### config.mk
export PLATFORM = sky130hd
export DESIGN_NAME = stx_etx_frame_builder_top
export DESIGN_NICKNAME = d
export VERILOG_FILES = /design/src/sefb_pkg.sv /design/src/sefb_plan.sv /design/src/sefb_ser.sv /design/src/stx_etx_frame_builder_top.sv
export SDC_FILE = /design/constraint.sdc
export NUM_CORES = 1
export LEC_CHECK = 0
export ABC_AREA = 0
export BUFFER_PORTS_ARGS = -buffer_cell sky130_fd_sc_hd__buf_2
export CORE_MARGIN = 1
export CORE_UTILIZATION = 60
export CTS_CLUSTER_SIZE = 10
export DETAILED_ROUTE_END_ITERATION = 10
export GPL_TIMING_DRIVEN = 1
export PLACE_DENSITY_LB_ADDON = 0.1
export REMOVE_ABC_BUFFERS = 1
export SYNTH_ARGS = -nofsm -noshare
export SYNTH_HDL_FRONTEND = slang
export SYNTH_SLANG_ARGS = --single-unit
export TNS_END_PERCENT = 50
### constraint.sdc
create_clock -name clk -period 7.8 [get_ports clk]
set_clock_uncertainty 0.15 [all_clocks]
set_input_delay 0.78 -clock clk [delete_from_list [all_inputs] [get_ports clk]]
set_output_delay 0.78 -clock clk [all_outputs]
set_load 0.005 [all_outputs]
### src/sefb_pkg.sv
package sefb_pkg;

  localparam int unsigned MAX_PAYLOAD_DEF = 248;
  localparam int unsigned MAX_BURST       = 9;
  localparam int unsigned BURST_CNT_W     = $clog2(MAX_BURST + 1);
  localparam int unsigned BURST_IDX_W     = $clog2(MAX_BURST);

  localparam logic [7:0] FR_STX     = 8'h02;
  localparam logic [7:0] FR_ETX     = 8'h03;
  localparam logic [7:0] FR_CR      = 8'h0D;
  localparam logic [7:0] FR_LF      = 8'h0A;
  localparam logic [7:0] FR_HDR_LEN = 8'd5;

  localparam logic CMD_HEADER = 1'b0;
  localparam logic CMD_DATA   = 1'b1;

  // Bytes that one input beat produces, sent in order from index 0.
  typedef struct packed {
    logic [BURST_CNT_W-1:0]      count;
    logic                        trailer;
    logic [MAX_BURST-1:0][7:0]   bytes;
  } burst_t;

endpackage

### src/sefb_plan.sv
module sefb_plan #(
  parameter int unsigned MAX_PAYLOAD = sefb_pkg::MAX_PAYLOAD_DEF
) (
  input  logic             clk,
  input  logic             rst,
  input  logic             accept,
  input  logic             cmd,
  input  logic [7:0]       dev_num,
  input  logic [7:0]       seq_num,
  input  logic [7:0]       type_code,
  input  logic [7:0]       payload_len,
  input  logic [7:0]       data_byte,
  output sefb_pkg::burst_t burst
);
  import sefb_pkg::*;

  localparam logic [7:0] MaxLen = 8'(MAX_PAYLOAD);

  logic       frame_open, frame_open_next;
  logic [7:0] bytes_left, bytes_left_next;
  logic [7:0] running_sum, running_sum_next;

  logic [7:0] len_clip;
  logic [7:0] len_byte;
  logic [7:0] hdr_sum;
  logic [7:0] data_sum;

  always_comb begin
    len_clip = (payload_len > MaxLen) ? MaxLen : payload_len;
    len_byte = FR_HDR_LEN + len_clip;
    hdr_sum  = dev_num + seq_num + type_code + len_byte;
    data_sum = running_sum + data_byte;
  end

  always_comb begin
    burst            = '0;
    frame_open_next  = frame_open;
    bytes_left_next  = bytes_left;
    running_sum_next = running_sum;
    if (cmd == CMD_HEADER) begin
      burst.bytes[0] = FR_STX;
      burst.bytes[1] = dev_num;
      burst.bytes[2] = seq_num;
      burst.bytes[3] = type_code;
      burst.bytes[4] = len_byte;
      if (len_clip == 8'd0) begin
        // empty payload: close the frame right away
        burst.bytes[5]   = FR_CR;
        burst.bytes[6]   = FR_LF;
        burst.bytes[7]   = hdr_sum + FR_CR + FR_LF;
        burst.bytes[8]   = FR_ETX;
        burst.count      = BURST_CNT_W'(9);
        burst.trailer    = 1'b1;
        frame_open_next  = 1'b0;
        bytes_left_next  = '0;
        running_sum_next = '0;
      end else begin
        burst.count      = BURST_CNT_W'(5);
        frame_open_next  = 1'b1;
        bytes_left_next  = len_clip;
        running_sum_next = hdr_sum;
      end
    end else if (frame_open && bytes_left != 8'd0) begin
      burst.bytes[0] = data_byte;
      if (bytes_left == 8'd1) begin
        burst.bytes[1]   = FR_CR;
        burst.bytes[2]   = FR_LF;
        burst.bytes[3]   = data_sum + FR_CR + FR_LF;
        burst.bytes[4]   = FR_ETX;
        burst.count      = BURST_CNT_W'(5);
        burst.trailer    = 1'b1;
        frame_open_next  = 1'b0;
        bytes_left_next  = '0;
        running_sum_next = '0;
      end else begin
        burst.count      = BURST_CNT_W'(1);
        bytes_left_next  = bytes_left - 8'd1;
        running_sum_next = data_sum;
      end
    end
  end

  always_ff @(posedge clk) begin
    if (rst) begin
      frame_open  <= 1'b0;
      bytes_left  <= '0;
      running_sum <= '0;
    end else if (accept) begin
      frame_open  <= frame_open_next;
      bytes_left  <= bytes_left_next;
      running_sum <= running_sum_next;
    end
  end

  a_left_open: assert property (@(posedge clk) disable iff (rst)
    bytes_left != 8'd0 |-> frame_open)
    else $error("payload bytes pending with no frame open");

  a_left_max: assert property (@(posedge clk) disable iff (rst)
    bytes_left <= MaxLen)
    else $error("payload count above the clip limit");

endmodule

### src/sefb_ser.sv
module sefb_ser (
  input  logic             clk,
  input  logic             rst,
  input  logic             load,
  input  sefb_pkg::burst_t burst,
  output logic             ready,
  output logic             out_valid,
  input  logic             out_ready,
  output logic [7:0]       out_byte,
  output logic             frame_end
);
  import sefb_pkg::*;

  burst_t                 held;
  logic [BURST_CNT_W-1:0] rem;
  logic [BURST_IDX_W-1:0] idx;
  logic                   adv;
  logic                   busy;
  logic                   last_byte;

  always_comb begin
    adv       = !out_valid || out_ready;
    busy      = rem != '0;
    last_byte = rem == BURST_CNT_W'(1);
    // take a new beat once the final byte of the current burst moves out
    ready     = !busy || (last_byte && adv);
  end

  always_ff @(posedge clk) begin
    if (rst) begin
      rem       <= '0;
      idx       <= '0;
      out_valid <= 1'b0;
    end else begin
      if (adv) begin
        out_valid <= busy;
      end
      if (busy && adv) begin
        out_byte  <= held.bytes[idx];
        frame_end <= held.trailer && last_byte;
      end
      if (load) begin
        held <= burst;
        rem  <= burst.count;
        idx  <= '0;
      end else if (busy && adv) begin
        rem  <= rem - BURST_CNT_W'(1);
        idx  <= idx + BURST_IDX_W'(1);
      end
    end
  end

  a_rem_max: assert property (@(posedge clk) disable iff (rst)
    rem <= BURST_CNT_W'(MAX_BURST))
    else $error("burst count out of range");

  a_end_etx: assert property (@(posedge clk) disable iff (rst)
    out_valid && frame_end |-> out_byte == FR_ETX)
    else $error("frame end on a byte other than ETX");

  a_rose_src: assert property (@(posedge clk) disable iff (rst)
    $rose(out_valid) |-> $past(rem) != '0)
    else $error("output beat with no burst pending");

  a_idx_rng: assert property (@(posedge clk) disable iff (rst)
    rem != '0 |-> 32'(idx) + 32'(rem) <= MAX_BURST)
    else $error("burst index runs past its bytes");

endmodule

### src/stx_etx_frame_builder_top.sv
// Channel  Dir  Beat contents
// s_*      in   tuser: cmd; tdata: dev_num, seq_num, type_code, payload_len, data_byte
// m_*      out  tdata: out_byte; tlast: frame_end
//
// A header beat yields 5 output beats (9 with an empty payload), a payload beat
// 1 (5 on the last payload byte), a stray payload beat none.
// Output beats leave one per cycle from the burst register while m_tready holds;
// an input beat is loaded there first. Payload beats likewise stream one per cycle.
// s_tready drops while a burst has more than one byte left or m_tready stalls it.
// rst is synchronous and clears the frame state and the output stage.
module stx_etx_frame_builder_top #(
  parameter int unsigned MAX_PAYLOAD = sefb_pkg::MAX_PAYLOAD_DEF
) (
  input  logic        clk,
  input  logic        rst,
  input  logic        s_tvalid,
  output logic        s_tready,
  input  logic [39:0] s_tdata,  // dev_num, seq_num, type_code, payload_len, data_byte
  input  logic [0:0]  s_tuser,  // cmd
  output logic        m_tvalid,
  input  logic        m_tready,
  output logic [7:0]  m_tdata,  // out_byte
  output logic        m_tlast   // frame_end
);
  import sefb_pkg::*;

  logic   accept;
  burst_t burst;

  assign accept = s_tvalid && s_tready;

  sefb_plan #(
    .MAX_PAYLOAD(MAX_PAYLOAD)
  ) u_plan (
    .clk         (clk),
    .rst         (rst),
    .accept      (accept),
    .cmd         (s_tuser[0]),
    .dev_num     (s_tdata[7:0]),
    .seq_num     (s_tdata[15:8]),
    .type_code   (s_tdata[23:16]),
    .payload_len (s_tdata[31:24]),
    .data_byte   (s_tdata[39:32]),
    .burst       (burst)
  );

  sefb_ser u_ser (
    .clk       (clk),
    .rst       (rst),
    .load      (accept),
    .burst     (burst),
    .ready     (s_tready),
    .out_valid (m_tvalid),
    .out_ready (m_tready),
    .out_byte  (m_tdata),
    .frame_end (m_tlast)
  );

endmodule
==> impl_metrics.csv, run 1 <==
group,metric,value,unit
run_status,status,"finished, final reports clean",
global_routing,grt_pass1_wl,19000,um
clock_tree,cts_sinks,85,
setup_path,rr_worst_depth,8,
clock_tree,cts_tree,"built",
die,rows,33,
setup_path,critPathBufInv,3,
drt,ant_nets,0,
drt,wirelength,12500,um
global_routing,grt_pass1_vias,3636,
setup_path,r2r_slack,5.06,ns
setup_path,crit_type,"in -> reg",
place,pre_cts_ws,3.05,ns
finish,diodes,0,
sta,whs,0.371,ns
global_routing,antenna_found_initial,0,
setup_path,slowest_stage,"fa_1",
yosys,ys_seq_area_frac,0.431,
yosys,syn_area_per_cell,10.7,sq um
yosys,async_flop_share,0,
hold_path,hold_end,"u_plan.bytes_left[5]",
finish,drive_gt1_frac,0.186,
drt,wl_per_cell,19.2,um
power,p_leak,2.31,nW
finish,num-fill-cells,636,
job,maxCapViolCount,0,
sta,tns,0,ns
clock_tree,path_clk_slew,0.09,ns
sta,finalSetupViolCount,0,
hold_path,min_delay_path_depth,2,
clock_tree,cts.path.max_buffers,2,
yosys,synth.distinct_cells,66,
hold_path,worstHoldStart,"u_plan.bytes_left[5]",
setup_path,required,7.75,ns
global_routing,grt_max_degree,51,
setup_path,max_stage_delay,0.49,ns
die,die_y,96.2,um
power,p_per_area,312,nW/um^2
die,start_util,0.635,
setup_path,r2r-end,"u_plan.running_sum[7]",
place,globalplace.congestion,0.980,
setup_path,path_cells,"buf_2 > and4_1 > nand2_1 > nand2_1 > inv_1 > ha_1 > o21ai_0 > nor2_1 > xnor2_1 > fa_1 > inv_1 > ha_1 > or3b_1 > a311o_1 > o311ai_1 > o211ai_1 > xor2_1 > nor2_1",
clock_tree,cts_root_buffer,"clkbuf_8",
power,power.total,1.82,mW
sta,rsz0062_at_grt,"false",
die,core,8380,sq um
finish,stdcell_count,654,
yosys,synth_flop_cell,"edfxtp_1",
setup_path,cp.arrival,4.32,ns
setup_path,critPathLaunchType,"primary input",
clock_tree,htreeDepth,3,
sta,fin_crit,4.37,ns
global_routing,grt_use_total,0.285,
sta,fin_crit_sh,0.560,
yosys,ys_ff_latch,85,
yosys,yosys_warnings,0,
sta,drv_slew,0,
clock_tree,cts_buffers,9,
place,numPortBuffers,55,
sta,max_freq,229,MHz
setup_path,path_max_fanout,6,
place,hpwl,9610,um
drt,via_count,3935,
drt,drc,0,
hold_path,hp-class,"reg -> reg",
clock_tree,cts_setup_buffers,0,
drt,vias_per_cell,6.02,
clock_tree,postCtsHoldBufs,0,
clock_tree,ctsResizeCount,0,
yosys,netlist_area,5320,sq um
sta,worst_slew_pin_slew,1.14,ns
setup_path,cp.depth,18,
clock_tree,clk_latency,0.36,ns
sta,finalHoldViolCount,0,
yosys,syn_inst,496,
finish,syn_to_final_growth,9.69,%
setup_path,rr_startpoint,"u_plan.bytes_left[0]",
place,dp_cells,638,
die,dieArea,9250,sq um
global_routing,grt_overflow,0,
setup_path,cpLargestDelayFamily,"adder cells",
die,die-width,96.2,um
die,io_pins,56,
finish,nets,628,
drt,drtIter0Drc,237,
drt,dr.pass1.iters,5,
sta,fin_ws,3.43,ns
sta,slew_headroom,0.239,
yosys,synth_edf_count,59,
power,vdd.ir_drop.worst,0.125,mV
setup_path,cp-end-kind,"register",
==> layer usage <==
metal,vias up,routed length [um],part of all wire,global-route usage
li1,1907,-,-,-
met4,0,191,0.015,0.0896
met5,-,0,0,0
met2,89,6170,0.49,0.465
met3,15,550,0.044,0.0482
met1,1924,5630,0.45,0.387
==> synth_stat cells, drive strengths merged (4+ instances only) <==
| cell type | instances | area [sq um] |
|---|---|---|
| inv | 35 | 136 |
| a21o | 9 | 67.6 |
| o21ai | 18 | 93.8 |
| a22oi | 17 | 128 |
| a22o | 4 | 35.0 |
| nand2b | 4 | 25.0 |
| a211oi | 19 | 193 |
| and2 | 15 | 93.8 |
| dfxtp | 26 | 521 |
| mux4 | 8 | 180 |
| ha | 24 | 300 |
| xnor2 | 19 | 166 |
| nor2b | 16 | 100 |
| o22ai | 4 | 25.0 |
| edfxtp | 59 | 1770 |
| nand2 | 24 | 90.1 |
| xor2 | 12 | 105 |
| nor4 | 4 | 25.0 |
| a21oi | 16 | 80.1 |
| clkbuf | 14 | 52.6 |
| and3 | 4 | 25.0 |
| o2bb2ai | 6 | 52.6 |
| a31oi | 5 | 31.3 |
| fa | 15 | 300 |
| nor2 | 55 | 206 |
| buf | 8 | 56.3 |
| nor3 | 15 | 75.1 |
==> report_power, final <==
part,switching [mW],leakage [nW],internal (mW)
Combinational,0.499,1.46,0.363
Clock,0.182,0.0898,0.120
Sequential,0.0654,0.767,0.592
==> worst max-delay path by stage <==
stage,slack (ns),to,start
final,3.43,u_ser.held[63],s_tdata[27]
after global routing,3.03,u_ser.held[63],s_tdata[27]
after CTS,3.43,u_ser.held[63],s_tdata[27]
after detailed placement,3.05,u_ser.held[63],s_tdata[27]
after global placement,3.16,u_ser.held[63],s_tdata[27]
after floorplan,1.26,u_ser.held[0],m_tready
==> stage by stage <==
stage,util,area (sq um)
after floorplan,-,5210
after global placement,0.675,5660
after detailed placement,0.675,5660
after CTS,0.696,5840
after global routing,0.696,5840
final,0.696,5840
==> worst min-delay path: stages, from the launching register on <==
cell     delay, ns
dfxtp_1       0.36
nand2_1       0.07
a21oi_1       0.05
==> registers in the layout, indices dropped and copies added (netlist names) <==
register / flops
u_ser.frame_end: 1
u_ser.held: 50
u_ser.rem: 4
u_plan.frame_open: 1
u_ser.idx: 4
u_ser.out_byte: 8
u_ser.out_valid: 1
u_plan.bytes_left: 8
u_plan.running_sum: 8
==> logic make-up (layout without fill, tap and decap cells) <==
kind of cell             after synthesis  count (layout)  share of synthesized area
XOR/XNOR                              32              32                     0.0553
multiplexers                          11              11                     0.0395
adder cells (fa/ha/maj)               39              39                      0.113
AO/OA/AOI/OAI                        116             116                      0.168
buffers and inverters                 57             110                     0.0461
AND/OR/NAND/NOR                      156             156                      0.148
flip-flops                            85              85                      0.431
==> cell type report <==
class                           instances  area (sq um)  area share
Multi-Input combinational cell        354          2790       0.478
Sequential cell                        85          2290       0.393
Timing Repair Buffer                   59           305      0.0523
Inverter                               35           136      0.0234
Tap cell                              105           131      0.0225
Clock buffer                            9           124      0.0212
Clock inverter                          7          57.6     0.00986
==> layout by cell type, fill, tap and decap left out, types with 2 or more instances in the layout <==
cell / netlist / routed
edfxtp_1: 59 / 59
nor2_1: 55 / 55
buf_2: 3 / 55
inv_1: 34 / 34
dfxtp_1: 26 / 26
nand2_1: 24 / 24
ha_1: 24 / 24
xnor2_1: 19 / 19
a22oi_1: 17 / 17
nor2b_1: 16 / 16
a21oi_1: 16 / 16
o21ai_0: 15 / 15
and2_1: 15 / 15
nor3_1: 15 / 15
fa_1: 15 / 15
xor2_1: 12 / 12
a211oi_2: 10 / 10
a21o_1: 9 / 9
a211oi_1: 9 / 9
clkbuf_8: 0 / 9
mux4_2: 8 / 8
o2bb2ai_1: 6 / 6
a31oi_1: 5 / 5
and3_1: 4 / 4
nand2b_1: 4 / 4
o22ai_1: 4 / 4
a22o_1: 4 / 4
buf_4: 2 / 4
mux2i_1: 3 / 3
nand3_1: 3 / 3
nor4_1: 4 / 3
inv_6: 1 / 3
nor3b_1: 3 / 3
nor4b_1: 2 / 2
o211ai_1: 2 / 2
or4_1: 2 / 2
o21ai_1: 2 / 2
clkinv_4: 0 / 2
No activity file was read; power rests on OpenSTA's default activity.
==> run 2, diff against run 1 <==
--- a/config.mk
+++ b/config.mk
@@ -5,10 +5,10 @@
 export SDC_FILE = /design/constraint.sdc
 export NUM_CORES = 1
 export LEC_CHECK = 0
-export ABC_AREA = 0
+export ABC_AREA = 1
 export BUFFER_PORTS_ARGS = -buffer_cell sky130_fd_sc_hd__buf_2
 export CORE_MARGIN = 1
-export CORE_UTILIZATION = 60
+export CORE_UTILIZATION = 54
 export CTS_CLUSTER_SIZE = 10
 export DETAILED_ROUTE_END_ITERATION = 10
 export GPL_TIMING_DRIVEN = 1
==> constraint.sdc (replaced) <==
create_clock -name clk -period 3.6 [get_ports clk]
set_clock_uncertainty 0.15 [all_clocks]
set_input_delay 0.36 -clock clk [delete_from_list [all_inputs] [get_ports clk]]
set_output_delay 0.36 -clock clk [all_outputs]
set_load 0.005 [all_outputs]
==> impl_metrics.csv, run 2 <==
group,metric,value,unit
sta,finalHoldViolCount,0,
setup_path,cp.arrival,3.35,ns
drt,drtIter0Drc,220,
setup_path,slowest_stage,"fa_1",
drt,drt-met1-wl,6290,um
power,power.total,4.15,mW
hold_path,worstHoldStart,"rst",
drt,vias_per_cell,5.36,
setup_path,required,3.59,ns
yosys,yosysMostFrequentCell,"nand2_1",
drt,via_count,4647,
clock_tree,cts_buffers,9,
die,io_pins,56,
clock_tree,cts.path.max_buffers,2,
finish,num-fill-cells,852,
setup_path,max_stage_delay,0.47,ns
setup_path,rr_startpoint,"u_plan.running_sum[0]",
clock_tree,htreeDepth,3,
global_routing,grt_pass1_wl,22400,um
clock_tree,path_clk_slew,0.09,ns
global_routing,grt_use_total,0.294,
place,placed_cell_area,6050,sq um
setup_path,r2r-end,"u_ser.held[31]",
die,die-width,102,um
place,numPortBuffers,55,
yosys,ys_seq_area_frac,0.423,
power,p_per_area,662,nW/um^2
hold_path,hold_end,"u_ser.rem[2]",
clock_tree,cts_setup_buffers,0,
sta,slew_headroom,0.445,
sta,rsz0062_at_grt,"false",
die,rows,36,
setup_path,critPathLaunchType,"primary input",
drt,drc,0,
yosys,synthTopCellsByCount,"141 x nand2_1, 83 x inv_1, 63 x nor2_1",
sta,finalSetupViolCount,0,
setup_path,critPathBufInv,6,
job,maxCapViolCount,0,
finish,multi_input_area,2730,sq um
drt,top_layer_used,"met4",
die,die_y,102,um
yosys,yosysTopAreaCellShare,0.327,
sta,fin_crit,3.36,ns
place,pre_cts_ws,-0.237,ns
drt,ant_nets,0,
finish,largest_reg_flops,50,
die,start_util,0.557,
setup_path,crit_top_cell,"nand2_1",
hold_path,hp-class,"in -> reg",
place,globalplace.congestion,0.951,
yosys,yosys_warnings,0,
setup_path,path_cells,"buf_2 > nand2_1 > nor2_4 > nand2_4 > o21ai_2 > inv_2 > ha_1 > inv_1 > nand2_1 > nand3_1 > xor2_2 > fa_1 > inv_1 > ha_1 > nand2_1 > inv_1 > nand2_1 > nand3_1 > inv_1 > nand3_1 > nand2_1 > nand2_1 > a21oi_1 > nor2_1",
finish,stdcell_count,867,
clock_tree,cts_sinks,85,
finish,syn_to_final_growth,15.7,%
setup_path,r2r_slack,1.11,ns
sta,drv_slew,0,
sta,worst_slew_pin_slew,0.830,ns
yosys,async_flop_share,0,
sta,fin_ws,0.240,ns
finish,regArea,2290,sq um
finish,nets,813,
yosys,synth.distinct_cells,47,
setup_path,rr_worst_depth,11,
setup_path,crit_type,"in -> reg",
yosys,synth_flop_cell,"edfxtp_1",
setup_path,cp-end-kind,"register",
finish,final_area,6270,sq um
yosys,syn_area_per_cell,8.40,sq um
yosys,ys_ff_latch,85,
place,dp_cells,851,
hold_path,min_delay_path_depth,2,
sta,fin_crit_sh,0.933,
place,hpwl,11100,um
yosys,netlist_area,5420,sq um
finish,drive_gt1_frac,0.191,
setup_path,cpLargestDelayFamily,"simple AND/OR/NAND/NOR gates",
yosys,synth_edf_count,59,
power,p_leak,2.90,nW
drt,wirelength,14300,um
global_routing,antenna_found_initial,0,
drt,dr.pass1.iters,5,
yosys,syn_inst,645,
finish,layout_common_cells,"141 x nand2_1, 83 x inv_1, 62 x nor2_1",
clock_tree,cts_tree,"built",
drt,wl_met2,6790,um
power,vdd.ir_drop.worst,0.390,mV
drt,wl_per_cell,16.4,um
yosys,synthTopCellsByArea,"edfxtp_1 33%, nand2_1 9.8%, dfxtp_1 9.6%, inv_1 5.7%, fa_1 5.5%",
finish,regMostFlops,"u_ser.held",
setup_path,path_max_fanout,4,
die,core,9730,sq um
global_routing,grt_overflow,0,
finish,layout_commonest_cell,"nand2_1",
clock_tree,cts_root_buffer,"clkbuf_8",
global_routing,grt_pass1_vias,4498,
sta,max_freq,298,MHz
global_routing,grt_max_degree,29,
drt,dr_wl_met3,763,um
sta,tns,0,ns
die,dieArea,10400,sq um
yosys,yosys.area.top_type,"edfxtp_1",
clock_tree,postCtsHoldBufs,0,
clock_tree,clk_latency,0.37,ns
run_status,status,"finished, final reports clean",
finish,diodes,0,
## run 2: changes by cell type in the layout (fill, tap and decap cells not counted), moves of 24 or more
cell     change
nand2_1    +117
o21ai_1     +24
nand3_1     +29
inv_1       +49
buf_4       +30
## run 2: layout make-up
class                      instances  share of cell area
multi-input combinational        447               0.435
sequential                        85               0.366
timing repair buffer              89              0.0846
inverter                          97              0.0581
tap                              133              0.0265
clock buffer                      11              0.0210
clock inverter                     5             0.00958
## run 2: cells by family (layout without fill, tap and decap cells)
family          Yosys count  after routing  share of synthesized area
buf+inv                 113            202                     0.0801
compound gates          116            116                      0.128
fa+ha+maj                39             39                      0.111
simple gates            268            268                      0.217
flops                    85             85                      0.423
xor+xnor                 24             24                     0.0416
## run 2: metrics by stage
stage                      util  hold WS, ns
final                     0.644        0.143
after global routing      0.644        0.155
after CTS                 0.642        0.135
after detailed placement  0.622        0.313
after global placement    0.622        0.301
after floorplan               -        0.279
## run 2: worst max-delay path by stage
stage / start / endpoint / depth (start not counted)
2_1_floorplan: s_tdata[27] / u_ser.held[63] / 18
3_3_place_gp: s_tdata[27] / u_ser.held[63] / 24
3_5_place_dp: s_tdata[28] / u_ser.held[63] / 24
4_1_cts: s_tdata[28] / u_ser.held[63] / 24
5_1_grt: s_tdata[28] / u_plan.running_sum[5] / 19
6_report: s_tdata[27] / u_ser.held[63] / 24
## run 2: where the power goes
group          total [mW]  switching, mW  internal (mW)
Sequential           1.44          0.131           1.31
Combinational        2.02           1.23          0.794
Clock               0.681          0.357          0.324
## run 2: repair_timing
action / 4_1_cts / 5_1_grt
resized for setup: 0 / 3
hold endpoints to repair: 0 / 0
endpoints found under the setup margin: 0 / 3
## run 2: per-layer routing
| metal | vias up | GRT usage |
|---|---|---|
| met4 | 0 | 0.122 |
| met2 | 159 | 0.494 |
| met1 | 2154 | 0.377 |
| met3 | 28 | 0.0486 |
| li1 | 2306 | - |
| met5 | - | 0 |
==> run 3, diff against run 2 <==
--- a/config.mk
+++ b/config.mk
@@ -8,7 +8,7 @@
 export ABC_AREA = 1
 export BUFFER_PORTS_ARGS = -buffer_cell sky130_fd_sc_hd__buf_2
 export CORE_MARGIN = 1
-export CORE_UTILIZATION = 54
+export CORE_UTILIZATION = 64
 export CTS_CLUSTER_SIZE = 10
 export DETAILED_ROUTE_END_ITERATION = 10
 export GPL_TIMING_DRIVEN = 1
==> constraint.sdc (replaced) <==
create_clock -name clk -period 4.1 [get_ports clk]
set_clock_uncertainty 0.15 [all_clocks]
set_input_delay 0.41 -clock clk [delete_from_list [all_inputs] [get_ports clk]]
set_output_delay 0.41 -clock clk [all_outputs]
set_load 0.005 [all_outputs]
==> impl_metrics.csv, run 3 (synthesis gave the netlist of run 2 again) <==
group,metric,value,unit
setup_path,required,4.07,ns
finish,layout_commonest_cell,"nand2_1",
sta,finalHoldViolCount,0,
global_routing,antenna_found_initial,0,
die,io_pins,56,
global_routing,grt_overflow,0,
power,vdd.ir_drop.worst,0.446,mV
drt,dr.pass1.iters,5,
power,p_per_area,582,nW/um^2
setup_path,cpLargestDelayFamily,"simple AND/OR/NAND/NOR gates",
finish,layout_common_cells,"141 x nand2_1, 83 x inv_1, 62 x nor2_1",
drt,wirelength,13700,um
finish,diodes,0,
sta,slew_headroom,0.464,
sta,fin_crit,3.73,ns
clock_tree,clk_latency,0.36,ns
drt,wl_per_cell,17.0,um
finish,drive_gt1_frac,0.156,
finish,largest_reg_flops,50,
setup_path,critPathLaunchType,"primary input",
setup_path,crit_top_cell,"nand2_1",
die,die-width,94.0,um
drt,drtIter0Drc,400,
sta,rsz0062_at_grt,"false",
clock_tree,cts.path.max_buffers,2,
global_routing,grt_max_degree,52,
clock_tree,htreeDepth,3,
sta,drv_slew,0,
sta,max_freq,268,MHz
global_routing,grt_use_total,0.335,
sta,tns,0,ns
job,maxCapViolCount,0,
setup_path,max_stage_delay,0.47,ns
global_routing,grt_pass1_wl,21700,um
place,globalplace.congestion,0.959,
run_status,status,"finished, final reports clean",
drt,via_count,4669,
place,hpwl,10700,um
place,numPortBuffers,55,
sta,worst_slew_pin_slew,0.801,ns
setup_path,critPathBufInv,6,
finish,syn_to_final_growth,10.4,%
clock_tree,cts_buffers,9,
global_routing,use_met3,0.0526,
finish,nets,783,
die,rows,33,
global_routing,grtUsageMet2,0.560,
clock_tree,cts_tree,"built",
drt,vias_per_cell,5.77,
setup_path,slowest_stage,"fa_1",
die,dieArea,8840,sq um
clock_tree,path_clk_slew,0.09,ns
sta,whs,0.204,ns
global_routing,grt_pass1_vias,4419,
setup_path,crit_type,"in -> reg",
global_routing,busiest_layer,"met2",
die,die_y,94.0,um
die,start_util,0.660,
finish,regMostFlops,"u_ser.held",
drt,ant_nets,0,
clock_tree,cts_root_buffer,"clkbuf_8",
hold_path,hp-class,"in -> reg",
drt,drc,0,
setup_path,path_cells,"buf_2 > nand2_1 > nor2_4 > nand2_4 > o21ai_1 > inv_2 > ha_1 > inv_1 > nand2_1 > nand3_1 > xor2_2 > fa_1 > inv_1 > ha_1 > nand2_1 > inv_1 > nand2_1 > nand3_1 > inv_1 > nand2_1 > nand2_1 > nand2_1 > a21oi_1 > nor2_1",
sta,fin_crit_sh,0.910,
global_routing,grt_use_met1,0.422,
die,core,8220,sq um
setup_path,cp-end-kind,"register",
clock_tree,cts_setup_buffers,0,
power,power.total,3.48,mW
clock_tree,cts_sinks,85,
setup_path,cp.arrival,3.70,ns
power,p_leak,2.75,nW
setup_path,path_max_fanout,4,
sta,finalSetupViolCount,0,
-- run 3: worst register-to-register path, cell delays in order, from the launching register on --
cell and delay (ns):
dfxtp_1 0.32, ha_1 0.22, fa_1 0.44, nand2_1 0.09, nand2_1 0.06, a21oi_1 0.16, xor2_1 0.43, nand2_2 0.12
nand3_1 0.12, nand2_1 0.06, nand2_1 0.06, o21ai_1 0.06
-- run 3: worst paths after layout --
check | endpoint | startpoint | slack [ns] | depth (start not counted)
max | u_ser.held[63] | s_tdata[27] | 0.37 | 24
min | u_plan.bytes_left[4] | s_tdata[28] | 0.20 | 3
min reg2reg | u_ser.rem[1] | u_ser.rem[1] | 0.32 | 2
max reg2reg | u_ser.held[31] | u_plan.running_sum[0] | 1.57 | 11
-- run 3: per-layer routing --
metal  vias to the layer above  share of wire
met1                      2191           0.42
met5                         -              0
met3                        38          0.067
li1                       2250              -
met4                         0          0.041
met2                       190           0.47
-- run 3: timing repair --
item,4_1_cts,5_1_grt
hold buffers,0,0
resized for setup,0,1
endpoints found under the setup margin,0,2
hold endpoints to repair,0,0
-- run 3: cell type report --
cell class	instances	area, sq um
clock buffer	9	124
clock inverter	7	57.6
fill	652	2230
inverter	97	364
multi-input combinational	447	2710
sequential	85	2290
tap	105	131
timing repair buffer	59	305
-- run 3: power breakdown --
part | switching, mW | internal, mW
logic | 1.06 | 0.589
clock network | 0.334 | 0.229
registers | 0.114 | 1.15
-- run 3: stage by stage --
step / utilization / instance area (sq um) / cells / setup slack [ns]
after floorplan: - / 5350 / 629 / 0.421
after global placement: 0.705 / 5790 / 793 / 0.106
after detailed placement: 0.705 / 5790 / 793 / -0.0903
after CTS: 0.727 / 5980 / 809 / 0.284
after global routing: 0.728 / 5980 / 809 / 0.0136
final: 0.728 / 5980 / 809 / 0.370
